--- src/mpq_pkg.sv ---
package mpq_pkg;

  localparam int unsigned CAPACITY_DEF = 256;
  localparam int unsigned KEY_W        = 64;
  localparam int unsigned OPCODE_W     = 2;
  localparam int unsigned STATUS_W     = 2;
  localparam int unsigned COUNT_W      = 9;

  localparam logic [OPCODE_W-1:0] OP_INSERT = 2'd0;
  localparam logic [OPCODE_W-1:0] OP_DELETE = 2'd1;
  localparam logic [OPCODE_W-1:0] OP_PEEK   = 2'd2;

  localparam logic [STATUS_W-1:0] ST_OK    = 2'd0;
  localparam logic [STATUS_W-1:0] ST_EMPTY = 2'd1;
  localparam logic [STATUS_W-1:0] ST_FULL  = 2'd2;

  typedef struct packed {
    logic [OPCODE_W-1:0]    opcode;
    logic signed [KEY_W-1:0] key;
  } in_beat_t;

  typedef struct packed {
    logic signed [KEY_W-1:0] value;
    logic [STATUS_W-1:0]     status;
    logic [COUNT_W-1:0]      count;
  } out_beat_t;

  // broadcast to every cell
  typedef struct packed {
    logic                    ins;
    logic                    del;
    logic signed [KEY_W-1:0] key;
  } mpq_ctl_t;

  // what a cell shows its neighbors
  typedef struct packed {
    logic                    valid;
    logic                    ge;
    logic signed [KEY_W-1:0] key;
  } mpq_link_t;

endpackage

--- src/mpq_cell.sv ---
module mpq_cell
  import mpq_pkg::*;
(
  input  logic      clk,
  input  logic      rst_n,
  input  mpq_ctl_t  ctl,
  input  mpq_link_t prev,
  input  mpq_link_t next,
  output mpq_link_t self
);

  logic                    valid_r, valid_nxt;
  logic signed [KEY_W-1:0] key_r, key_nxt;
  logic                    ge;

  assign ge = valid_r && (key_r >= ctl.key);

  always_comb begin
    valid_nxt = valid_r;
    key_nxt   = key_r;
    if (ctl.ins) begin
      if (!ge) begin
        valid_nxt = valid_r | prev.valid;
        key_nxt   = prev.ge ? ctl.key : prev.key;
      end
    end else if (ctl.del) begin
      valid_nxt = next.valid;
      key_nxt   = next.key;
    end
  end

  always_ff @(posedge clk) begin
    if (!rst_n) begin
      valid_r <= 1'b0;
    end else begin
      valid_r <= valid_nxt;
    end
  end

  always_ff @(posedge clk) begin
    key_r <= key_nxt;
  end

  assign self.valid = valid_r;
  assign self.ge    = ge;
  assign self.key   = key_r;

endmodule
--- config.mk ---
export PLATFORM = sky130hd
export DESIGN_NAME = mpq_cell
export DESIGN_NICKNAME = d
export VERILOG_FILES = /design/src/mpq_pkg.sv /design/src/mpq_cell.sv
export SDC_FILE = /design/constraint.sdc
export NUM_CORES = 1
export LEC_CHECK = 0
export ABC_AREA = 1
export BUFFER_PORTS_ARGS = -buffer_cell sky130_fd_sc_hd__buf_2
export CORE_MARGIN = 10
export CORE_UTILIZATION = 30
export CTS_BUF_LIST = sky130_fd_sc_hd__clkbuf_8
export DETAILED_ROUTE_END_ITERATION = 7
export PLACE_DENSITY = 0.69
export SLEW_MARGIN = 20
export SYNTH_ARGS = -nofsm -noshare
export SYNTH_HDL_FRONTEND = slang
export SYNTH_SLANG_ARGS = --single-unit
--- constraint.sdc ---
create_clock -name clk -period 8.7 [get_ports clk]
set_clock_uncertainty 0.15 [all_clocks]
set_input_delay 1.74 -clock clk [delete_from_list [all_inputs] [get_ports clk]]
set_output_delay 1.74 -clock clk [all_outputs]
set_load 0.02 [all_outputs]
==> impl_results.md, run 1 <==
* Outcome: complete, no violations
* Share of power burned in registers at 0.432
* Worst path cell trace: buf_2 > inv_1 > ha_1 > nand2_2 > nor2_2 > nand2_2 > nor2_2 > nand2_2 > nor2_2 > nand2_1 > nand2_2 > o21ai_1 > nand3_2 > nand2_1 > inv_1 > buf_2
* Int Pwr at between 0.0006 and 0.0007 W
* Vias in the first global route at 5223
* Clock tree buffer depth at 2
* Crit path max-delay family: simple AND/OR/NAND/NOR gates
* Reg clk slew, reported paths at about 0.070 ns
* Nets at 1175
* Synth area leader: edfxtp_1
* Crit path launch type: input pin
* Clock sinks at 65
* Slew HR at 0.3959
* Worst Setup End Kind: primary output
* Crit path buffers/inverters at 4
* Post-Syn Area at around 5000 sq um
* DR WL/cell at 15.60 microns
* Worst Hold Slack at slightly below 0.5 ns
* Vias at around 5200
* Initial detailed-routing violation count at between 200 and 250
* Gate Count Post-Synth at about 660
* Crit Path Class: in2out
* Worst Tran Pin Value at between 0.9 and 1 ns
* Crit Path Max Fanout at 4
* Leading post-synthesis cells by cell area: edfxtp_1, ha_1, o21ai_0
* Root Buffer: clkbuf_8
* Multi-input gate area at 2673 sq um
* Most used cell along the critical path: nand2_2
* Yosys reg bits at 65
* Clk_lat worst skew at around 0.36 ns
* Most common cell after layout, fill and taps aside: buf_2
* Util after Layout at 0.4049
* Commonest non-fill, non-tap cells in the layout: buf_2, nand2_1, o21ai_0
* Total I/O pin count at around 270
* Ys Warns at 0
* Post-DR vias/cell at between 4 and 5
* DR DRC count at 0
* Worst min-delay path class: reg2reg
* Core area at 16580 sq um
* Initial Utilization at 0.3053
* Die height at 149.9 microns
* Gpl congestion at about 0.87
* Layout area overhead at 32.65%
* VDD IR max at a little under 60 uV
* H-tree levels at 3
* CTS tree: yes
* Lkg Pwr at 3.554 nW
* Final Hold Viols at 0
* Final WL at 17.72 mm
* Seq/Total Area, Yosys at 0.3836
* Power density over the cells at 141.8 nW/um^2
* TritonRoute pass-1 iters at 5
* Post-synthesis area per instance at roughly 7.6 sq um
* CP max stage cell: ha_1
* Power share of the clock group at 0.233
* TritonCTS Buffers at 9
* Final setup viols at 0
* Setup TNS at 0 ns
* Netlist cell types at 25
* Post-synth top area share at 0.3796
* Sw power at 0.0003399 W
* Tmin final at between 5 and 6 ns
* Fraction of layout cells with a size suffix above 1 at 0.3231
* Max Cap Violations at 0
* # port buffers at between 200 and 300
* Combinational group share of total power at 0.335
* Post-synth net total at 927
* Final Max Tran Viols at 0
* Unrepaired setup endpoints after global routing: false
* Die Wd at 149.9 microns
* Antenna Nets Post-Route at 0
* Die Area at 22470 sq um
* # hold bufs at CTS at 0
* Sw frac at 0.3569
* Final Cycle Share at 0.6270
* HPWL Detailed at between 10 and 15 mm
* Crit path required time at ~6.8 ns
* Tot GR Track Use at 0.1531
* CTS resizes at 0
* First-pass GRT wire length at around 27 mm
* Grt total ovfl at 0
* Cell row count at between 40 and 50
* Antenna cells at 0
* Crit path DAT at ~3.6 ns
* Initial antenna violation count at 1
* Post-CTS Setup Bufs at 0
* Largest net degree at the start of global routing at slightly below 70
* CP max stage delay at 0.36 ns
* FMAX at 0.1833 GHz
* Filler cells at between 1500 and 2000
* Register area at 1942 sq um
-- worst register-to-register path, cell delays in order (launching register included) --
cell and delay (ns):
edfxtp_1 0.41, ha_1 0.39, nand2_2 0.09, nor2_2 0.14
nand2_2 0.07, nor2_2 0.16, nand2_2 0.10, nor2_2 0.13
nand2_1 0.09, nand2_2 0.09, nor2_2 0.04, nand2_2 0.05
nand3_2 0.09, nand3_2 0.09, and2_4 0.75
-- area by class of cell --
type	count	area share
clock buffers	9	0.01845
clock inverters	7	0.004472
inverters	88	0.04993
multi-input cells	481	0.3980
flip-flops and latches	65	0.2892
well taps	220	0.04099
repair buffers	266	0.1990
-- final timing paths --
check             slack (ns)       from  cells past startpoint         to
hold reg to reg         0.49    valid_r                      4    valid_r
setup reg to reg        5.44  key_r[63]                     14  key_r[62]
setup / recovery        3.25    ctl[63]                     16   self[64]
hold / removal          0.49    valid_r                      4    valid_r
-- power groups by stage --
stage	combinational (W)	sequential (W)	clock [W]
after detailed placement	0.000323	0.000419	0
final	0.000319	0.000411	0.000222
after global routing	0.000364	0.000417	0.000246
after floorplan	0.000148	0.000462	0
after CTS	0.000325	0.000412	0.000233
after global placement	0.000320	0.000415	0
-- metrics by stage --
step | instance area (sq um) | cells | total power [W] | worst slack (ns)
floorplan | 5062 | 663 | 0.0006105 | 3.604
global placement | 6556 | 1120 | 0.0007354 | 3.246
detailed placement | 6561 | 1120 | 0.0007421 | 3.227
CTS | 6715 | 1136 | 0.0009701 | 3.215
global route | 6715 | 1136 | 0.001027 | 3.029
finish | 6715 | 1136 | 0.0009522 | 3.246
-- synth_stat cells --
cell type / number
nor3_1: 1
a21oi_2: 1
a21oi_1: 25
inv_1: 87
nand3_2: 4
o21ai_0: 113
dfxtp_1: 1
buf_1: 3
edfxtp_1: 64
and2_1: 1
o21a_1: 3
nand2_1: 146
nand2_8: 1
nor2_1: 84
nand4_1: 2
nand3_1: 3
a21o_1: 3
o22ai_1: 1
ha_1: 64
clkbuf_1: 23
buf_4: 3
nor2_2: 4
o21ai_1: 20
nand2_2: 5
inv_2: 1
-- per-layer routing --
metal,share of wire,GRT usage,wire length [microns],vias up
li1,-,-,-,2685
met1,0.40,0.1689,7160,2261
met2,0.48,0.2651,8579,201
met3,0.089,0.05163,1571,27
met4,0.023,0.06122,406,0
met5,0,0,0,-
-- cell families (layout without fill, tap and decap cells) --
| kind of cell | count (synthesis) | after routing | synth area share |
|---|---|---|---|
| AOI/OAI and AO/OA | 166 | 166 | 0.1681 |
| adders and majority gates | 64 | 64 | 0.1582 |
| buffers and inverters | 117 | 370 | 0.08897 |
| DFF | 65 | 65 | 0.3836 |
| and+or+nand+nor | 251 | 251 | 0.2012 |
-- sequential cells by signal, summed over array words and instances, names as in the netlist --
signal   cells
key_r       64
valid_r      1
No activity file was read; power rests on OpenSTA's default activity.
==> inputs of run 2 (changes only) <==
- ABC_AREA: 1 -> 0
- clock period: 8.7 -> 5.04 ns (I/O delays scaled with it)
==> run 2 against run 1 <==
Effect of this change:
- final cell count down 12%
- global-route usage down 1.0 points
- synthesized cell count down 21%
- utilization up 1.2 points
==> impl_results.md, run 2 <==
* Outcome: complete, no violations
* Worst setup margin at 0.4928 ns (-2.753 ns)
* Commonest non-fill, non-tap cells in the layout: buf_2, a21oi_1, inv_1
* Tmin final at between 4 and 5 ns
* Combinational group share of total power at 0.348 (+0.013)
* Grt total ovfl at 0 (unchanged)
* Gpl congestion at 0.7912 (-9.0%)
* FMAX at 0.2199 GHz
* Fraction of layout cells with a size suffix above 1 at 0.3643 (+0.04119)
* Worst Setup End Kind: primary output
* Clk_lat worst skew at 0.36 ns (about the same)
* Layout area overhead at 35.02%
* Post-CTS Setup Bufs at 0 (unchanged)
* Ys Warns at 0 (unchanged)
* HPWL Detailed at 13.60 mm (-0.81%)
* CTS resizes at 0 (unchanged)
* Clock tree buffer depth at 2 (unchanged)
* Register area at 1942 sq um (unchanged)
* Gate Count Post-Synth at 525 (-21%)
* Crit path launch type: input pin
* Max Cap Violations at 0 (unchanged)
* Seq/Total Area, Yosys at 0.3915 (+0.007935)
* Final Hold Viols at 0 (unchanged)
* Worst min-delay path class: reg2reg
* Largest net degree at the start of global routing at 70 (+1.4%)
* Most common cell after layout, fill and taps aside: buf_2
* Slew HR at 0.5706 (+0.1747)
* Power density over the cells at 268.1 nW/um^2 (+89%)
* Post-DR vias/cell at 4.716 (+3.5%)
* Vias in the first global route at 4874 (-6.7%)
* Tot GR Track Use at 0.1430 (-0.01010)
* Final WL at 16.61 mm (-6.2%)
* Clock sinks at 65 (unchanged)
* Largest regs: key_r (64), valid_r (1)
* Yosys reg bits at 65 (unchanged)
* Biggest register: key_r
* # hold bufs at CTS at 0 (unchanged)
* Primary FF master, synth: edfxtp_1
* Vias at 4730 (-8.6%)
* Final Max Tran Viols at 0 (unchanged)
* DR WL/cell at 16.56 microns (+6.2%)
* Initial detailed-routing violation count at 154 (-29%)
* Share of power burned in registers at 0.410 (-0.022)
* Synth area leader: edfxtp_1
* TritonCTS Buffers at 9 (unchanged)
* Antenna Nets Post-Route at 0 (unchanged)
* # port buffers at 264 (unchanged)
* Commonest cells in the netlist: a21oi_1, nor2_1, inv_1
* Cell row count at 46 (-2.1%)
* Initial antenna violation count at 2 (+1)
* Total I/O pin count at 266 (unchanged)
* CTS tree: yes
* Crit path required time at 3.88 ns (-2.93 ns)
* H-tree levels at 3 (unchanged)
* Worst Tran Pin Value at 0.6441 ns (-0.2621 ns)
* Design area at 6696 sq um (-0.28%)
* TritonRoute pass-1 iters at 5 (unchanged)
* DR DRC count at 0 (unchanged)
* Lkg Pwr at 3.431 nW (-3.5%)
* Crit Path Max Fanout at 4 (unchanged)
* Power share of the clock group at 0.242 (+0.009)
* Largest register FFs at 64 (unchanged)
* Int Pwr at 0.001164 W (+90%)
* Die height at 148.6 microns (-0.88%)
* Netlist cell types at 36 (+44%)
* Post-Syn Area at 4960 sq um (-2.0%)
* Leading post-synthesis cells by cell area: edfxtp_1, ha_1, mux2i_1
* Dpl ws at 0.4491 ns (-2.778 ns)
* Post-synth top area share at 0.3875 (+0.007853)
* Setup TNS at 0 ns (unchanged)
* Multi-input gate area at 2668 sq um (-0.19%)
* Post-synth net total at 789 (-15%)
* Final Cycle Share at 0.9022
* Core area at 16060 sq um (-3.2%)
* Root Buffer: clkbuf_8
* Sw power at 0.0006313 W (+86%)
* Unrepaired setup endpoints after global routing: false
* Die Area at 22080 sq um (-1.8%)
* Nets at 1044 (-11%)
* DP Area at 6492 sq um (-1.0%)
* Filler cells at 1619 (-6.3%)
* Initial Utilization at 0.3089 (+0.003601)
* Post-synth ARST share at 0 (unchanged)
* Sw frac at 0.3517 (-0.005293)
* Die Wd at 148.6 microns (-0.88%)
* Final setup viols at 0 (unchanged)
* Crit path DAT at 3.39 ns (-0.17 ns)
* Reg clk slew, reported paths at 0.08 ns (about the same)
* First-pass GRT wire length at 25.13 mm (-7.7%)
* VDD IR max at 134.2 uV (+130%)
* Post-synthesis area per instance at 9.447 sq um (+24%)
* Number of flops mapped to enable cells by yosys at 64 (unchanged)
* Crit Path Class: in2out
* Count leader, synth: a21oi_1
==> run 2: changes by cell type in the layout (fill, tap and decap cells not counted), sizes merged, moves of 13 or more <==
cell   previous run  this run
o21ai           133        11
nand2           152        18
inv              90        70
nand4             2        15
nor2             88        68
mux2i             0        64
a21oi            26        93
==> run 2: cell type report <==
| class | count | share of cell area |
|---|---|---|
| clock inverters | 7 | 0.008221 |
| diodes | 2 | 0.0007474 |
| multi-input cells | 369 | 0.3984 |
| repair buffers | 268 | 0.2063 |
| flip-flops and latches | 65 | 0.2900 |
| inverters | 67 | 0.03756 |
| well taps | 216 | 0.04036 |
| clock buffers | 9 | 0.01850 |
==> run 2: critical path: stages <==
cell and delay [ns]:
buf_2 0.10, inv_1 0.04, ha_1 0.30, nand4_1 0.17, nor4_1 0.59, buf_4 0.22
nand4_1 0.11, a31oi_1 0.23, a211oi_2 0.07, xnor2_1 0.16, a21boi_0 0.17, buf_2 0.21
==> run 2: final timing paths <==
path / from / to / slack (ns) / cells past startpoint
worst max-delay path: ctl[47] / self[64] / 0.49 / 12
worst min-delay path: valid_r / valid_r / 0.61 / 3
worst max register to register: key_r[47] / key_r[31] / 1.60 / 10
worst min register to register: valid_r / valid_r / 0.61 / 3
==> run 2: routing by layer <==
metal | part of all wire | global-route usage
met1 | 0.39 | 0.1575
met2 | 0.51 | 0.2464
met3 | 0.084 | 0.05249
met4 | 0.018 | 0.05203
met5 | 0 | 0
==> run 2: through the flow <==
| stage | total power [W] | hold slack, ns | cells | util |
|---|---|---|---|---|
| floorplan | 0.001126 | 0.4679 | 525 | - |
| global placement | 0.001364 | 0.5887 | 984 | 0.4043 |
| detailed placement | 0.001382 | 0.6072 | 984 | 0.4043 |
| CTS | 0.001829 | 0.6270 | 1000 | 0.4155 |
| global route | 0.001921 | 0.6556 | 1003 | 0.4170 |
| finish | 0.001795 | 0.6123 | 1003 | 0.4170 |
==> run 2: kinds of logic (layout without fill, tap and decap cells) <==
family,after synthesis,after routing,share of synthesized area
AOI/OAI and AO/OA,120,120,0.1337
and+or+nand+nor,120,120,0.1115
buffers and inverters,91,351,0.07089
DFF,65,65,0.3915
adders and majority gates,64,64,0.1615
muxes,64,64,0.1292
xor gates and xnor gates,1,1,0.001766
other,0,2,0
==> run 2: power groups by stage <==
stage / clock network [W] / registers [W] / logic (W)
final: 0.000434 / 0.000736 / 0.000625
after global routing: 0.000478 / 0.000746 / 0.000698
after CTS: 0.000456 / 0.000737 / 0.000636
after detailed placement: 0 / 0.000749 / 0.000633
after global placement: 0 / 0.000744 / 0.000620
after floorplan: 0 / 0.000842 / 0.000284
